## src/rtl/core/bitmap_block_pool_allocator_top_macros.svh

```systemverilog
// Assertion helpers for the pool allocator. Define ASSERT_OFF to compile them out.
`ifndef BITMAP_BLOCK_POOL_ALLOCATOR_TOP_MACROS_SVH
`define BITMAP_BLOCK_POOL_ALLOCATOR_TOP_MACROS_SVH

`ifndef ASSERT_OFF

// Property must hold at every clock edge outside reset.
`define BBPA_ASSERT(lbl, prop, msg) \
  lbl: assert property (@(posedge clk_i) disable iff (!rst_ni) prop) \
    else $error(msg);

// Condition must never be true outside reset.
`define BBPA_ASSERT_NEVER(lbl, cond, msg) \
  lbl: assert property (@(posedge clk_i) disable iff (!rst_ni) !(cond)) \
    else $error(msg);

`else

`define BBPA_ASSERT(lbl, prop, msg)
`define BBPA_ASSERT_NEVER(lbl, cond, msg)

`endif

`endif

```

## src/rtl/core/bbpa_pkg.sv

```systemverilog
package bbpa_pkg;

  localparam int MAX_BLOCKS = 64;
  localparam int ADDR_W     = 32;
  localparam int SIZE_W     = 17;
  localparam int CNT_W      = 7;
  localparam int IDX_W      = $clog2(MAX_BLOCKS);
  localparam int OFF_W      = IDX_W + SIZE_W;
  localparam int LIM_W      = CNT_W + SIZE_W;
  localparam int DATA_W     = 32;
  localparam int PADDR_W    = 4;

  // Free search runs in groups of eight blocks.
  localparam int GRP_BITS = 8;
  localparam int BIT_W    = $clog2(GRP_BITS);
  localparam int NGRP     = (MAX_BLOCKS + GRP_BITS - 1) / GRP_BITS;
  localparam int GRP_W    = (NGRP > 1) ? $clog2(NGRP) : 1;
  localparam int STEP_W   = (IDX_W > 1) ? $clog2(IDX_W) : 1;

  localparam logic [ADDR_W-1:0] RST_BASE       = '0;
  localparam logic [SIZE_W-1:0] RST_SIZE       = SIZE_W'(1024);
  localparam logic [CNT_W-1:0]  RST_BLOCKS     = CNT_W'(8);
  localparam logic [CNT_W-1:0]  RST_FREE_COUNT = CNT_W'(8);

  typedef enum logic [1:0] {
    REG_BASE   = 2'd0,
    REG_SIZE   = 2'd1,
    REG_BLOCKS = 2'd2
  } bbpa_reg_e;

  typedef enum logic {
    OP_ALLOC = 1'b0,
    OP_FREE  = 1'b1
  } bbpa_op_e;

  typedef enum logic [1:0] {
    ST_OK     = 2'd0,
    ST_EMPTY  = 2'd1,
    ST_RANGE  = 2'd2,
    ST_DOUBLE = 2'd3
  } bbpa_status_e;

  typedef enum logic [3:0] {
    S_IDLE,
    S_SCAN,
    S_PICK,
    S_MUL,
    S_FIN_ALLOC,
    S_CHECK,
    S_RANGE,
    S_DIV,
    S_FIN_FREE
  } bbpa_state_e;

  typedef struct packed {
    logic [ADDR_W-1:0] base;
    logic [SIZE_W-1:0] bsz;
    logic [CNT_W-1:0]  nblk;
    logic              reinit;
  } bbpa_cfg_t;

  typedef struct packed {
    logic load;
    logic scan;
    logic pick;
    logic mul;
    logic fin_alloc;
    logic check;
    logic div_init;
    logic div_step;
    logic fin_free;
  } bbpa_cmd_t;

  typedef struct packed {
    logic out_range;
    logic div_last;
  } bbpa_stat_t;

endpackage

```

## src/rtl/core/bitmap_block_pool_allocator_top.sv

```systemverilog
// Fixed-size block pool allocator with a free bitmap and a free count.
// Requests: drive op_i (0 allocate, 1 free) and free_address_i with start;
// a request is taken on a rising edge with start high and busy low.
// Results: done_o is high for one cycle with status_o, block_address_o,
// block_index_o and free_blocks_left_o; the receiver cannot hold them off,
// so capture them in that cycle.
// Steps from the accepting edge to the done cycle:
//   allocate                two-step group search, multiply, commit
//   free, address in pool   range check, divide (six quotient bits), commit
//   free, address outside   range check, commit
// busy drops in the done cycle, so a new request may follow at once; one
// request is in flight at a time.
// Configuration: APB-style port, pool base at 0x0, block size at 0x4, block
// count at 0x8. Writing the count marks every block free. Write only when idle.
// Reset: base 0, block size 1024, 8 blocks, all free; no result is pending.
`include "bitmap_block_pool_allocator_top_macros.svh"

module bitmap_block_pool_allocator_top import bbpa_pkg::*; (
  input  logic               clk_i,
  input  logic               rst_ni,
  input  logic               psel,
  input  logic               penable,
  input  logic               pwrite,
  input  logic [PADDR_W-1:0] paddr,
  input  logic [DATA_W-1:0]  pwdata,
  output logic [DATA_W-1:0]  prdata,
  output logic               pready,
  input  logic               start,
  output logic               busy,
  input  logic               op_i,
  input  logic [ADDR_W-1:0]  free_address_i,
  output logic               done_o,
  output logic [1:0]         status_o,
  output logic [ADDR_W-1:0]  block_address_o,
  output logic [IDX_W-1:0]   block_index_o,
  output logic [CNT_W-1:0]   free_blocks_left_o
);

  bbpa_cfg_t  cfg;
  bbpa_cmd_t  cmd;
  bbpa_stat_t stat;

  bbpa_cfg u_cfg (
    .clk_i   (clk_i),
    .rst_ni  (rst_ni),
    .psel    (psel),
    .penable (penable),
    .pwrite  (pwrite),
    .paddr   (paddr),
    .pwdata  (pwdata),
    .prdata  (prdata),
    .pready  (pready),
    .cfg_o   (cfg)
  );

  bbpa_ctrl u_ctrl (
    .clk_i  (clk_i),
    .rst_ni (rst_ni),
    .start  (start),
    .op_i   (op_i),
    .stat_i (stat),
    .cmd_o  (cmd),
    .busy   (busy),
    .done_o (done_o)
  );

  bbpa_dp u_dp (
    .clk_i              (clk_i),
    .rst_ni             (rst_ni),
    .cmd_i              (cmd),
    .cfg_i              (cfg),
    .free_address_i     (free_address_i),
    .stat_o             (stat),
    .status_o           (status_o),
    .block_address_o    (block_address_o),
    .block_index_o      (block_index_o),
    .free_blocks_left_o (free_blocks_left_o)
  );

  `BBPA_ASSERT(a_accept_busy, (start && !busy) |=> busy, "accepted request left busy low")
  `BBPA_ASSERT(a_done_idle, done_o |-> !busy, "result word shown while still busy")
  `BBPA_ASSERT_NEVER(a_done_pulse, done_o && $past(done_o), "result word held past one cycle")
  `BBPA_ASSERT(a_empty_count, (done_o && status_o == ST_EMPTY) |-> (free_blocks_left_o == '0), "pool empty with free blocks counted")
  `BBPA_ASSERT(a_fail_addr, (done_o && status_o != ST_OK) |-> (block_address_o == '0), "failed request returned an address")

endmodule

```

## src/rtl/core/bbpa_cfg.sv

```systemverilog
module bbpa_cfg import bbpa_pkg::*; (
  input  logic               clk_i,
  input  logic               rst_ni,
  input  logic               psel,
  input  logic               penable,
  input  logic               pwrite,
  input  logic [PADDR_W-1:0] paddr,
  input  logic [DATA_W-1:0]  pwdata,
  output logic [DATA_W-1:0]  prdata,
  output logic               pready,
  output bbpa_cfg_t          cfg_o
);

  logic [ADDR_W-1:0] base_q;
  logic [SIZE_W-1:0] size_q;
  logic [CNT_W-1:0]  blocks_q;
  logic              reinit_q;
  logic              wr_en;
  bbpa_reg_e         reg_sel;

  assign pready  = 1'b1;
  assign wr_en   = psel & penable & pwrite;
  assign reg_sel = bbpa_reg_e'(paddr[PADDR_W-1:2]);

  always_ff @(posedge clk_i or negedge rst_ni) begin
    if (!rst_ni) begin
      base_q   <= RST_BASE;
      size_q   <= RST_SIZE;
      blocks_q <= RST_BLOCKS;
      reinit_q <= 1'b0;
    end else begin
      reinit_q <= 1'b0;
      if (wr_en) begin
        case (reg_sel)
          REG_BASE: begin
            base_q <= pwdata[ADDR_W-1:0];
          end
          REG_SIZE: begin
            size_q <= pwdata[SIZE_W-1:0];
          end
          REG_BLOCKS: begin
            blocks_q <= pwdata[CNT_W-1:0];
            reinit_q <= 1'b1;
          end
          default: begin
          end
        endcase
      end
    end
  end

  always_comb begin
    case (reg_sel)
      REG_BASE:   prdata = DATA_W'(base_q);
      REG_SIZE:   prdata = DATA_W'(size_q);
      REG_BLOCKS: prdata = DATA_W'(blocks_q);
      default:    prdata = '0;
    endcase
  end

  // Clamp the count to capacity and treat a zero size as one byte.
  assign cfg_o.base   = base_q;
  assign cfg_o.bsz    = (size_q == '0) ? SIZE_W'(1) : size_q;
  assign cfg_o.nblk   = (blocks_q > CNT_W'(MAX_BLOCKS)) ? CNT_W'(MAX_BLOCKS) : blocks_q;
  assign cfg_o.reinit = reinit_q;

endmodule

```

## src/rtl/core/bbpa_ctrl.sv

```systemverilog
module bbpa_ctrl import bbpa_pkg::*; (
  input  logic       clk_i,
  input  logic       rst_ni,
  input  logic       start,
  input  logic       op_i,
  input  bbpa_stat_t stat_i,
  output bbpa_cmd_t  cmd_o,
  output logic       busy,
  output logic       done_o
);

  bbpa_state_e state_q, state_d;
  logic        done_q;

  always_ff @(posedge clk_i or negedge rst_ni) begin
    if (!rst_ni) begin
      state_q <= S_IDLE;
      done_q  <= 1'b0;
    end else begin
      state_q <= state_d;
      done_q  <= (state_q == S_FIN_ALLOC) || (state_q == S_FIN_FREE);
    end
  end

  always_comb begin
    state_d = state_q;
    case (state_q)
      S_IDLE: begin
        if (start) begin
          state_d = (op_i == OP_FREE) ? S_CHECK : S_SCAN;
        end
      end
      S_SCAN:      state_d = S_PICK;
      S_PICK:      state_d = S_MUL;
      S_MUL:       state_d = S_FIN_ALLOC;
      S_FIN_ALLOC: state_d = S_IDLE;
      S_CHECK:     state_d = S_RANGE;
      S_RANGE:     state_d = stat_i.out_range ? S_FIN_FREE : S_DIV;
      S_DIV:       state_d = stat_i.div_last ? S_FIN_FREE : S_DIV;
      S_FIN_FREE:  state_d = S_IDLE;
      default:     state_d = S_IDLE;
    endcase
  end

  always_comb begin
    cmd_o = '0;
    case (state_q)
      S_IDLE:      cmd_o.load      = start;
      S_SCAN:      cmd_o.scan      = 1'b1;
      S_PICK:      cmd_o.pick      = 1'b1;
      S_MUL:       cmd_o.mul       = 1'b1;
      S_FIN_ALLOC: cmd_o.fin_alloc = 1'b1;
      S_CHECK:     cmd_o.check     = 1'b1;
      S_RANGE:     cmd_o.div_init  = 1'b1;
      S_DIV:       cmd_o.div_step  = 1'b1;
      S_FIN_FREE:  cmd_o.fin_free  = 1'b1;
      default: begin
      end
    endcase
  end

  assign busy   = (state_q != S_IDLE);
  assign done_o = done_q;

endmodule

```

## src/rtl/core/bbpa_dp.sv

```systemverilog
module bbpa_dp import bbpa_pkg::*; (
  input  logic              clk_i,
  input  logic              rst_ni,
  input  bbpa_cmd_t         cmd_i,
  input  bbpa_cfg_t         cfg_i,
  input  logic [ADDR_W-1:0] free_address_i,
  output bbpa_stat_t        stat_o,
  output logic [1:0]        status_o,
  output logic [ADDR_W-1:0] block_address_o,
  output logic [IDX_W-1:0]  block_index_o,
  output logic [CNT_W-1:0]  free_blocks_left_o
);

  logic [MAX_BLOCKS-1:0]     map_q;
  logic [CNT_W-1:0]          count_q;

  logic [ADDR_W-1:0]         addr_q;
  logic [GRP_W-1:0]          grp_q;
  logic [GRP_BITS-1:0]       byte_q;
  logic                      found_q;
  logic [IDX_W-1:0]          idx_q;
  logic [OFF_W-1:0]          prod_q;
  logic [ADDR_W-1:0]         off_q;
  logic                      below_q;
  logic [LIM_W-1:0]          lim_q;
  logic                      range_q;
  logic [OFF_W-1:0]          rem_q;
  logic [OFF_W-1:0]          dvs_q;
  logic [IDX_W-1:0]          quo_q;
  logic [STEP_W-1:0]         step_q;
  bbpa_status_e              status_q;
  logic [ADDR_W-1:0]         baddr_q;
  logic [IDX_W-1:0]          bidx_q;

  logic [MAX_BLOCKS-1:0]     masked;
  logic [NGRP*GRP_BITS-1:0]  padded;
  logic [NGRP-1:0]           grp_any;
  logic [GRP_W-1:0]          grp_sel;
  logic [BIT_W-1:0]          bit_sel;
  logic [OFF_W-1:0]          prod;
  logic [LIM_W-1:0]          lim;
  logic [ADDR_W:0]           diff;
  logic [OFF_W:0]            trial;
  logic                      take;
  logic                      out_range;

  // Only blocks below the effective count take part in the search.
  always_comb begin
    for (int i = 0; i < MAX_BLOCKS; i++) begin
      masked[i] = map_q[i] & (CNT_W'(i) < cfg_i.nblk);
    end
  end

  assign padded = (NGRP*GRP_BITS)'(masked);

  always_comb begin
    for (int g = 0; g < NGRP; g++) begin
      grp_any[g] = |padded[g*GRP_BITS +: GRP_BITS];
    end
  end

  // Lowest group holding a free block wins.
  always_comb begin
    grp_sel = '0;
    for (int g = NGRP - 1; g >= 0; g--) begin
      if (grp_any[g]) begin
        grp_sel = GRP_W'(g);
      end
    end
  end

  always_comb begin
    bit_sel = '0;
    for (int b = GRP_BITS - 1; b >= 0; b--) begin
      if (byte_q[b]) begin
        bit_sel = BIT_W'(b);
      end
    end
  end

  assign prod      = OFF_W'(idx_q) * OFF_W'(cfg_i.bsz);
  assign lim       = LIM_W'(cfg_i.nblk) * LIM_W'(cfg_i.bsz);
  assign diff      = {1'b0, addr_q} - {1'b0, cfg_i.base};
  assign out_range = below_q || (off_q >= ADDR_W'(lim_q));
  assign trial     = {1'b0, rem_q} - {1'b0, dvs_q};
  assign take      = ~trial[OFF_W];

  assign stat_o.out_range = out_range;
  assign stat_o.div_last  = (step_q == '0);

  always_ff @(posedge clk_i or negedge rst_ni) begin
    if (!rst_ni) begin
      map_q   <= '1;
      count_q <= RST_FREE_COUNT;
    end else if (cfg_i.reinit) begin
      map_q   <= '1;
      count_q <= cfg_i.nblk;
    end else if (cmd_i.fin_alloc) begin
      if (found_q) begin
        map_q[idx_q] <= 1'b0;
        if (count_q != '0) begin
          count_q <= count_q - CNT_W'(1);
        end
      end
    end else if (cmd_i.fin_free) begin
      if (!range_q && !map_q[quo_q]) begin
        map_q[quo_q] <= 1'b1;
        if (count_q < cfg_i.nblk) begin
          count_q <= count_q + CNT_W'(1);
        end
      end
    end
  end

  always_ff @(posedge clk_i) begin
    if (cmd_i.load) begin
      addr_q <= free_address_i;
    end
    if (cmd_i.scan) begin
      grp_q   <= grp_sel;
      byte_q  <= padded[grp_sel*GRP_BITS +: GRP_BITS];
      found_q <= |grp_any;
    end
    if (cmd_i.pick) begin
      idx_q <= IDX_W'({grp_q, bit_sel});
    end
    if (cmd_i.mul) begin
      prod_q <= prod;
    end
    if (cmd_i.check) begin
      off_q   <= diff[ADDR_W-1:0];
      below_q <= diff[ADDR_W];
      lim_q   <= lim;
    end
    // Offset is below count times size, so the quotient needs IDX_W bits.
    if (cmd_i.div_init) begin
      range_q <= out_range;
      rem_q   <= off_q[OFF_W-1:0];
      dvs_q   <= OFF_W'(cfg_i.bsz) << (IDX_W - 1);
      quo_q   <= '0;
      step_q  <= STEP_W'(IDX_W - 1);
    end
    if (cmd_i.div_step) begin
      if (take) begin
        rem_q <= trial[OFF_W-1:0];
      end
      quo_q  <= {quo_q[IDX_W-2:0], take};
      dvs_q  <= dvs_q >> 1;
      step_q <= step_q - STEP_W'(1);
    end
    if (cmd_i.fin_alloc) begin
      if (found_q) begin
        status_q <= ST_OK;
        baddr_q  <= cfg_i.base + ADDR_W'(prod_q);
        bidx_q   <= idx_q;
      end else begin
        status_q <= ST_EMPTY;
        baddr_q  <= '0;
        bidx_q   <= '0;
      end
    end
    if (cmd_i.fin_free) begin
      baddr_q <= '0;
      if (range_q) begin
        status_q <= ST_RANGE;
        bidx_q   <= '0;
      end else begin
        status_q <= map_q[quo_q] ? ST_DOUBLE : ST_OK;
        bidx_q   <= quo_q;
      end
    end
  end

  assign status_o           = status_q;
  assign block_address_o    = baddr_q;
  assign block_index_o      = bidx_q;
  assign free_blocks_left_o = count_q;

endmodule
```

## config.mk

```make
export PLATFORM = sky130hd
export DESIGN_NAME = bitmap_block_pool_allocator_top
export DESIGN_NICKNAME = d
export VERILOG_FILES = /design/src/rtl/core/bbpa_pkg.sv /design/src/rtl/core/bitmap_block_pool_allocator_top.sv /design/src/rtl/core/bbpa_cfg.sv /design/src/rtl/core/bbpa_ctrl.sv /design/src/rtl/core/bbpa_dp.sv
export VERILOG_INCLUDE_DIRS = /design/src /design/src/rtl/core
export SDC_FILE = /design/constraint.sdc
export NUM_CORES = 1
export LEC_CHECK = 0
export ABC_AREA = 1
export BUFFER_PORTS_ARGS = -buffer_cell sky130_fd_sc_hd__buf_2
export CAP_MARGIN = 20
export CORE_ASPECT_RATIO = 0.6
export CORE_MARGIN = 10
export CORE_UTILIZATION = 26
export DETAILED_ROUTE_END_ITERATION = 8
export PLACE_DENSITY_LB_ADDON = 0.15
export SLEW_MARGIN = 20
export SYNTH_ARGS = -nofsm -noshare
export SYNTH_HDL_FRONTEND = slang
export SYNTH_SLANG_ARGS = --single-unit
export TNS_END_PERCENT = 5
```

## constraint.sdc

```tcl
create_clock -name clk_i -period 16.03 [get_ports clk_i]
set_input_delay 3.206 -clock clk_i [delete_from_list [all_inputs] [get_ports clk_i]]
set_output_delay 3.206 -clock clk_i [all_outputs]
set_load 0.05 [all_outputs]
```

# After elaboration in Yosys (flattened, before gate mapping)
# Cells that the tools add are included.
[totals]
ff_bits = 358
word_cells = 297
[op_classes]
add_sub_neg = 6
n_mul = 2
magnitude_cmp = 71
eq_ne = 13
n_shift = 1
muxes = 71
bitwise_logic = 70
reduce_logical = 34
[ops]
columns = ["operator", "n"]
rows = [
  ["64-bit 2-to-1 mux", 5],
  ["6-bit by 7-bit less-than comparator with 1-bit output (first input constant)", 32],
  ["5-bit by 7-bit less-than comparator with 1-bit output (first input constant)", 16],
  ["32-bit case mux with 3 select lines", 1],
  ["23-bit 2-to-1 mux", 3],
  ["1-bit bitwise AND", 66],
  ["64-bit bitwise AND", 1],
  ["64-bit inverter", 1],
  ["64-bit bitwise OR", 1],
  ["64-bit OR reduction", 1],
  ["8-bit OR reduction", 8],
  ["64-bit by 7-bit variable part select with 8-bit output", 1],
  ["4-bit by 7-bit less-than comparator with 1-bit output (first input constant)", 8],
  ["7-bit 2-to-1 mux", 8],
  ["3-bit 2-to-1 mux", 15],
  ["6-bit 2-to-1 mux", 6],
  ["32-bit by 32-bit subtractor with 33-bit output", 1],
  ["32-bit by 23-bit adder with 32-bit output", 1],
  ["32-bit by 24-bit greater-or-equal comparator with 1-bit output", 1],
  ["32-bit 2-to-1 mux", 1],
  ["3-bit by 7-bit less-than comparator with 1-bit output (first input constant)", 4],
  ["4-bit case mux with 7 select lines", 1],
  ["7-bit by 17-bit multiplier with 24-bit output", 1],
  ["23-bit by 22-bit subtractor with 24-bit output", 1],
  ["43 further kinds", 84],
]

# Logic depth before layout (Yosys ltp)
# Gate-level depths: netlist of the first run.
[logic_depth]
depth_word = 14
ltp_mapped = 28
ltp_nobuf = 26

# Modules after synthesis
# A second synthesis of the first run with hierarchy kept.
[unflattened]
hier_cells = 3842
area_unflattened_um2 = 29434.5
[modules_own_cells]
columns = ["mod", "n_inst", "cells_per_inst", "area_per_inst_um2", "seq_area_each_um2"]
rows = [
  ["bbpa_dp", 1, 3456, 26222.6, 8064.0],
  ["bbpa_cfg", 1, 333, 2834.0, 1428.9],
  ["bbpa_ctrl", 1, 53, 377.9, 125.1],
]

# Least setup slack after synthesis of the first run
# No wires, ideal clock.
[synth_timing]
path_kind = "input to output"
from = "input paddr[2]"
to = "output prdata[10]"
arrival_ns = 4.593
required_time_ns = 12.824
path_slack_ns = 8.231
cell_stages = 5
path_cell_list = "inv_1 nor2_1 inv_1 clkbuf_1 o22ai_1"
[synth_via]
elab_chain_cells = 2
[synth_lines]
columns = ["element", "line_no", "rtl"]
rows = [
  ["start, declared", "bitmap_block_pool_allocator_top.sv:24", "input logic [PADDR_W-1:0] paddr,"],
  ["2-bit == test (tied with other cells)", "bbpa_cfg.sv:53", "case (reg_sel)"],
  ["32-bit case mux with 3 select lines (*)", "bbpa_cfg.sv:53", ""],
  ["end, declared", "bitmap_block_pool_allocator_top.sv:26", "output logic [DATA_W-1:0] prdata,"],
]
# Mark *: on every way between the ends. The rest lies on a longest branch, timed or not.

# Worst setup path after layout of the first run
[layout_timing]
from = "input paddr[2]"
to = "output prdata[4]"
# Same word-level chain as after synthesis.

==> summary.md, run 1 <==
| Metric | Value |
|---|---|
| Top-area cell type share of the netlist area | 0.181 |
| Port-buffer cells | 153 |
| Cells after Synth | 3596 |
| Worst reg2reg path depth | 24 |
| Clock root buffer | clkbuf_16 |
| Post-DP HPWL | 90100 um |
| Global-route wire length before repair | 167000 um |
| Register area share after synthesis | 0.341 |
| Critical path data required time | 12.82 ns |
| DRC viols | 0 |
| Worst hold stages | 0 |
| Via density per instance | 4.89 |
| Worst path cell trace | buf_2 -> nor2_1 -> inv_1 -> o221ai_1 -> buf_2 |
| Final Cycle Share | 0.525 |
| Clock power frac | 0.168 |
| Max rail drop VDD | 0.0838 mV |
| CP max-delay cell | o221ai_1 |
| R2r startpoint | u_cfg.size_q[12]$_DFFE_PN0P_ |
| Mean Syn Cell Area | 7.85 um^2 |
| # resized after CTS | 0 |
| Vias | 25300 |
| CP Launch Type | input port |
| Yosys reg bits | 358 |
| Asr flop ratio synth | 0.372 |
| Synth Flop Type | edfxtp_1 |
| Routed Antenna Nets | 0 |
| Number of clock buffers inserted by TritonCTS | 44 |
| Die Y | 275 um |
| Number of synthesized flops with an enable pin | 170 |
| Fill count | 11700 |
| Post-synthesis simple-gate area fraction | 0.207 |
| Clock transition at path regs | 0.06 ns |
| R2R Setup Slk | 9.40 ns |
| Die W | 445 um |
| Area leader, netlist | edfxtp_1 |
| CP delay by family, top | buffers and inverters |
| Synth top area cells | edfxtp_1 18%, nand2_1 10%, fa_1 9.9% |
| Layout net count | 4115 |
| Share of layout cells above drive strength 1 | 0.115 |
| Clock period minus worst slack | 8.41 ns |
| Switch share | 0.504 |
| Reg2reg end | u_dp.lim_q[21]$_DFFE_PP_ |
| Max-Slew Margin vs Limit | 0.167 |
| Int Pwr | 0.00315 W |
| Largest net degree at the start of global routing | 77 |
| Placer congestion estimate | 0.977 |
| Post-synthesis adder-cell area fraction | 0.181 |
| Total core area | 108000 um^2 |
| RSZ-0062 raised after global routing | false |
| CP Data Arrival Time | 5.21 ns |
| Mapped Area | 28200 um^2 |
| Rows | 93 |
| Largest family of logic cells by synthesized area | simple AND/OR/NAND/NOR gates |
| Postcts setup bufs | 0 |
| Worst-path maximum fanout | 31 |
| Mux contribution to synthesized area | 0 |
| Max-cap violation count | 0 |
| Most frequent CP cell | buf_2 |
| Syn-to-layout area delta | 14.0% |
| Crit-path max cell delay | 0.69 ns |
| Net switching power | 0.00320 W |
| Comb pwr share | 0.578 |
| Synth cell types | 59 |
| DR iter-0 viols | 2379 |
| Wire per inst | 22.3 um |
| Hold Path Class | reg2reg |
| Leakage | 14.9 nW |
| CTS tree | yes |
| Total negative slack | 0 ns |
| Worst path bufs/invs | 3 |
| Vias in the first global route | 23800 |
| Run status | finished clean |
| DRT Pass-1 Iters | 5 |
| Max Slew Vio Count | 0 |
| Power density cells | 197 nW/um^2 |
| Hold-fix buffer count after cts | 0 |
| Clock sink count | 358 |
| Sequential Power Share | 0.254 |
| Post-Synth XOR/XNOR Area | 0.0304 |
| GRT overflow | 0 |
| Synthesis Warnings | 0 |
| Mapped Nets | 3997 |
| Die footprint | 123000 um^2 |
| Endpoint, Worst Hold | u_dp.idx_q[4]$_DFFE_PN_ |
| Clk_skew | 0.0283 ns |
| Peak Freq | 119 MHz |
| Initial core utilization | 0.263 |
| Setup CP Type | in2out |
| Slew @ Worst Pin | 1.24 ns |
| Hold wc startpoint | u_dp.grp_q[1]$_DFFE_PP_ |
| Post-synthesis compound-gate area fraction | 0.145 |
| Pwr Total | 0.00636 W |
| Final Hold Viols | 0 |
| CTS Buffer Depth | 3 |
| Insertion delay to the later sink of the worst-skew pair | 0.61 ns |
| Htree depth | 2 |
| Final setup vio count | 0 |
| Total track usage | 0.184 |
| Worst Setup End Kind | output pin |
| Io pins | 157 |
| Initial antenna violation count | 12 |
| Final WL | 115000 um |
through the flow:
stage	worst slack (ns)	cell area (um^2)	utilization	hold WS, ns	instances
floorplan	8.23	28200	-	0.400	3596
global placement	7.79	30700	0.285	0.402	5092
detailed placement	7.77	30700	0.285	0.406	5092
CTS	7.76	32200	0.299	0.421	5174
global route	7.59	32200	0.300	0.438	5178
finish	7.62	32200	0.300	0.419	5178
worst max-delay path by stage:
stage / start / endpoint / slack (ns) / cells past startpoint
after floorplan: paddr[2] / prdata[10] / 8.23 / 5
after global placement: paddr[2] / prdata[6] / 7.79 / 5
after detailed placement: paddr[2] / prdata[6] / 7.77 / 5
after CTS: paddr[2] / prdata[6] / 7.76 / 5
after global routing: paddr[3] / prdata[6] / 7.59 / 5
final: paddr[2] / prdata[4] / 7.62 / 5
layer usage:
layer,part of all wire,global-route usage,vias up
met1,0.53,0.299,12200
li1,-,-,12100
met2,0.34,0.218,950
met3,0.10,0.0584,120
met5,0.00051,0.00348,-
met4,0.027,0.0478,2
Yosys cell counts, drive strengths merged, types with 4 or more instances:
| master | instances |
|---|---|
| a211oi | 5 |
| nand4 | 28 |
| o211ai | 34 |
| inv | 571 |
| ha | 187 |
| clkbuf | 84 |
| o21ai | 246 |
| edfxtp | 170 |
| nor2 | 290 |
| clkinv | 11 |
| xnor2 | 45 |
| a21boi | 9 |
| dfxtp | 55 |
| o221ai | 14 |
| o41ai | 4 |
| o22ai | 29 |
| or2 | 16 |
| fa | 139 |
| o31ai | 16 |
| nand2 | 774 |
| nand3 | 139 |
| xor2 | 53 |
| nand3b | 6 |
| o32ai | 6 |
| o21a | 13 |
| a31oi | 20 |
| nor3 | 113 |
| dfrtp | 66 |
| nor4 | 10 |
| a21oi | 315 |
| buf | 32 |
| o21bai | 9 |
| dfstp | 67 |
placed cells by master, fill, tap and decap left out, types with 8 or more instances in the layout:
master,n
a21boi_0,9
a21oi_1,314
a31oi_1,20
buf_2,152
buf_4,34
clkbuf_16,47
clkbuf_8,8
clkinv_1,14
dfrtp_1,65
dfstp_2,67
dfxtp_1,55
edfxtp_1,170
fa_1,139
ha_1,187
inv_1,544
inv_2,25
nand2_1,755
nand2_2,11
nand3_1,136
nand4_1,28
nor2_1,273
nor2_2,10
nor3_1,92
nor3_2,19
nor4_1,10
o211ai_1,34
o21a_1,13
o21ai_0,221
o21ai_1,24
o21bai_1,9
o221ai_1,14
o22ai_1,29
o31ai_1,16
or2_2,15
xnor2_1,45
xor2_1,53
cell type report:
class	count	area (um^2)	area share
antenna	3	7.51	0.000233
tap	1425	1780	0.0554
clock buffer	61	1310	0.0406
sequential	358	9620	0.299
multi-input combinational	2540	16100	0.499
inverter	582	2190	0.0680
timing repair buffer	188	1040	0.0324
clock inverter	21	200	0.00622
state kept, by name (all words and copies together), names as in the netlist, 4 cells and up:
name	cells
u_dp.block_index_o	6
u_dp.free_blocks_left_o	7
u_cfg.base_q	32
u_dp.block_address_o	32
u_cfg.blocks_q	7
u_ctrl.state_q	4
u_dp.byte_q	8
u_dp.dvs_q	22
u_dp.lim_q	24
u_cfg.size_q	17
u_dp.addr_q	32
u_dp.prod_q	23
u_dp.rem_q	23
u_dp.off_q	32
u_dp.quo_q	6
u_dp.idx_q	6
u_dp.map_q	64
power by group through the flow:
stage	clock network [W]	logic, W	registers (W)
after global routing	0.00114	0.00413	0.00164
after CTS	0.00110	0.00365	0.00161
after detailed placement	0	0.00362	0.00162
after global placement	0	0.00365	0.00162
final	0.00107	0.00367	0.00161
after floorplan	0	0.00251	0.00163
logic make-up after synthesis:
logic type      count (synthesis)
buf+inv                       698
other cells                     1
compound gates                734
xor+xnor                       98
flops                         358
simple gates                 1381
fa+ha+maj                     326
(Power assumes the default switching activity.)
==> inputs of run 2 (changes only) <==
==> constraint.sdc (replaced) <==
create_clock -name clk_i -period 8 [get_ports clk_i]
set_input_delay 1.6 -clock clk_i [delete_from_list [all_inputs] [get_ports clk_i]]
set_output_delay 1.6 -clock clk_i [all_outputs]
set_load 0.05 [all_outputs]
==> run 2 against run 1 <==
  * Final cell count hardly changed
  * Non-clock buffer count stayed put
  * Wire length is 2.6% lower
  * Clock skew is 0.0041 ns higher
  * Sequential power is 100% higher
  * Utilization hardly changed
  * Total power is 100% higher
  * Flip-flop and latch count stayed put
==> summary.md, run 2 (synthesis gave the netlist of run 1 again) <==
| Metric | Value |
|---|---|
| Worst Setup End Kind | register |
| Clock transition at path regs | 0.06 ns (about the same) |
| Vias in the first global route | 23000 (-3.5%) |
| Most common cell after layout, fill and taps aside | nand2_1 |
| CP Launch Type | register |
| Commonest non-fill, non-tap cells in the layout | 755 x nand2_1, 544 x inv_1, 314 x a21oi_1, 273 x nor2_1, 221 x o21ai_0 |
| Biggest register | u_dp.map_q |
| Syn-to-layout area delta | 13.9% (about the same) |
| Routed Antenna Nets | 0 (unchanged) |
| Gr busiest metal | met1 |
| Sequential Power Share | 0.251 (-0.003) |
| Largest register FFs | 64 (unchanged) |
| # resized after CTS | 0 (unchanged) |
| Clk_skew | 0.0325 ns (+0.00413 ns) |
| Leakage | 14.9 nW (-0.21%) |
| DR iter-0 viols | 2619 (+10%) |
| RSZ-0062 raised after global routing | false |
| Die W | 445 um (unchanged) |
| Comb pwr share | 0.583 (+0.005) |
| Number of clock buffers inserted by TritonCTS | 43 (-2.3%) |
| Total track usage | 0.177 (-0.00610) |
| Met3 usage | 0.0383 (-0.0200) |
| Die Y | 275 um (unchanged) |
| Final Hold Viols | 0 (unchanged) |
| Hold-fix buffer count after cts | 0 (unchanged) |
| Htree depth | 2 (unchanged) |
| Insertion delay to the later sink of the worst-skew pair | 0.63 ns (+0.02 ns) |
| GRT overflow | 0 (unchanged) |
| Net switching power | 0.00653 W (+100%) |
| Worst-path maximum fanout | 11 (-65%) |
| Max Slew Vio Count | 0 (unchanged) |
| Grt met2 use | 0.211 (-0.00661) |
| Fill count | 11800 (+0.40%) |
| Wire per inst | 21.7 um (-2.5%) |
| Most frequent CP cell | inv_1 |
| Total core area | 108000 um^2 (unchanged) |
| Peak Freq | 161 MHz |
| Final setup vio count | 0 (unchanged) |
| Power density cells | 399 nW/um^2 (+100%) |
| Die footprint | 123000 um^2 (unchanged) |
| Via density per instance | 4.87 (-0.43%) |
| CP Data Arrival Time | 6.56 ns (+1.35 ns) |
| Post-DP HPWL | 89400 um (-0.69%) |
| DRC viols | 0 (unchanged) |
| Hold Path Class | reg2reg |
| Slew @ Worst Pin | 1.17 ns (-0.0735 ns) |
| CTS tree | yes |
| Placed Area | 30700 um^2 (about the same) |
| CTS Buffer Depth | 3 (unchanged) |
| Switch share | 0.509 (+0.00471) |
| Setup CP Type | reg2reg |
| Initial core utilization | 0.263 (unchanged) |
| Layout net count | 4114 (-0.024%) |
| Port-buffer cells | 153 (unchanged) |
| Int Pwr | 0.00631 W (+100%) |
| Critical path data required time | 8.35 ns (-4.47 ns) |
| Io pins | 157 (unchanged) |
| Run status | finished clean |
| Share of layout cells above drive strength 1 | 0.114 (-0.00101) |
| Met1 global-route usage | 0.306 (+0.00674) |
| Antenna fix cells | 0 (-3) |
| Global-route wire length before repair | 163000 um (-2.4%) |
| Final WL | 112000 um (-2.6%) |
| Total negative slack | 0 ns (unchanged) |
| Design Area, Final | 32200 um^2 (about the same) |
| Largest net degree at the start of global routing | 113 (+47%) |
| Max rail drop VDD | 0.243 mV (+190%) |
| Max-cap violation count | 0 (unchanged) |
| Clock sink count | 358 (unchanged) |
| Vias | 25200 (-0.53%) |
| Clock power frac | 0.166 (-0.002) |
| Placer congestion estimate | 0.925 (-5.3%) |
| Final Cycle Share | 0.777 |
| DRT Pass-1 Iters | 6 (+1) |
| Initial antenna violation count | 14 (+2) |
| Max-Slew Margin vs Limit | 0.218 (+0.0511) |
| Postcts setup bufs | 0 (unchanged) |
| Crit-path max cell delay | 0.54 ns (-0.15 ns) |
| Clock root buffer | clkbuf_16 |
| CP max-delay cell | fa_1 |
| Pwr Total | 0.0128 W (+100%) |
| Clock period minus worst slack | 6.22 ns |
| Rows | 93 (unchanged) |
==> run 2: final timing paths <==
| kind | endpoint | startpoint | depth (start not counted) | slack (ns) |
|---|---|---|---|---|
| max | u_dp.lim_q[21]$_DFFE_PP_ | u_cfg.size_q[2]$_DFFE_PN0P_ | 25 | 1.78 |
| min | u_dp.idx_q[4]$_DFFE_PN_ | u_dp.grp_q[1]$_DFFE_PP_ | 0 | 0.42 |
| max reg2reg | u_dp.lim_q[21]$_DFFE_PP_ | u_cfg.size_q[2]$_DFFE_PN0P_ | 25 | 1.78 |
| min reg2reg | u_dp.idx_q[4]$_DFFE_PN_ | u_dp.grp_q[1]$_DFFE_PP_ | 0 | 0.42 |
| max in group asynchronous | u_cfg.reinit_q$_DFF_PN0_ | rst_ni | 2 | 5.64 |
| min in group asynchronous | u_ctrl.done_o$_DFF_PN0_ | rst_ni | 1 | 1.09 |
==> run 2: metal layers <==
layer  up-vias  routed length [um]
met5         -                   0
met4         0                1840
met3        98                9220
met2       859               38700
met1     12100               62700
li1      12100                   -
==> run 2: critical path: cells and delay by family (launching register included) <==
| family | cells | cell delay (ns) |
|---|---|---|
| AO/OA/AOI/OAI | 6 | 1.25 |
| XOR/XNOR | 1 | 0.16 |
| adder cells (fa/ha/maj) | 5 | 2.08 |
| buffers and inverters | 8 | 1.26 |
| flip-flops | 1 | 0.36 |
| AND/OR/NAND/NOR | 5 | 0.86 |
==> run 2: power by group through the flow <==
stage	Combinational (W)	Sequential (W)	Clock, W
after global placement	0.00738	0.00325	0
final	0.00749	0.00323	0.00213
after CTS	0.00739	0.00322	0.00219
after floorplan	0.00503	0.00327	0
after detailed placement	0.00730	0.00325	0
after global routing	0.00835	0.00328	0.00227
==> run 2: cell type report <==
class                      instances  area, um^2  share of cell area
sequential                       358        9620               0.299
multi-input combinational       2540       16100               0.499
inverter                         582        2190              0.0680
tap                             1425        1780              0.0554
timing repair buffer             188        1030              0.0322
clock inverter                    18         236             0.00735
clock buffer                      62        1260              0.0392
==> run 2: metrics by stage <==
stage,setup WS (ns),util,hold WS [ns],cells
after floorplan,2.58,-,0.400,3596
after global placement,1.80,0.285,0.403,5093
after detailed placement,1.79,0.285,0.405,5093
after CTS,1.79,0.299,0.420,5173
after global routing,1.25,0.299,0.430,5173
final,1.78,0.299,0.419,5173
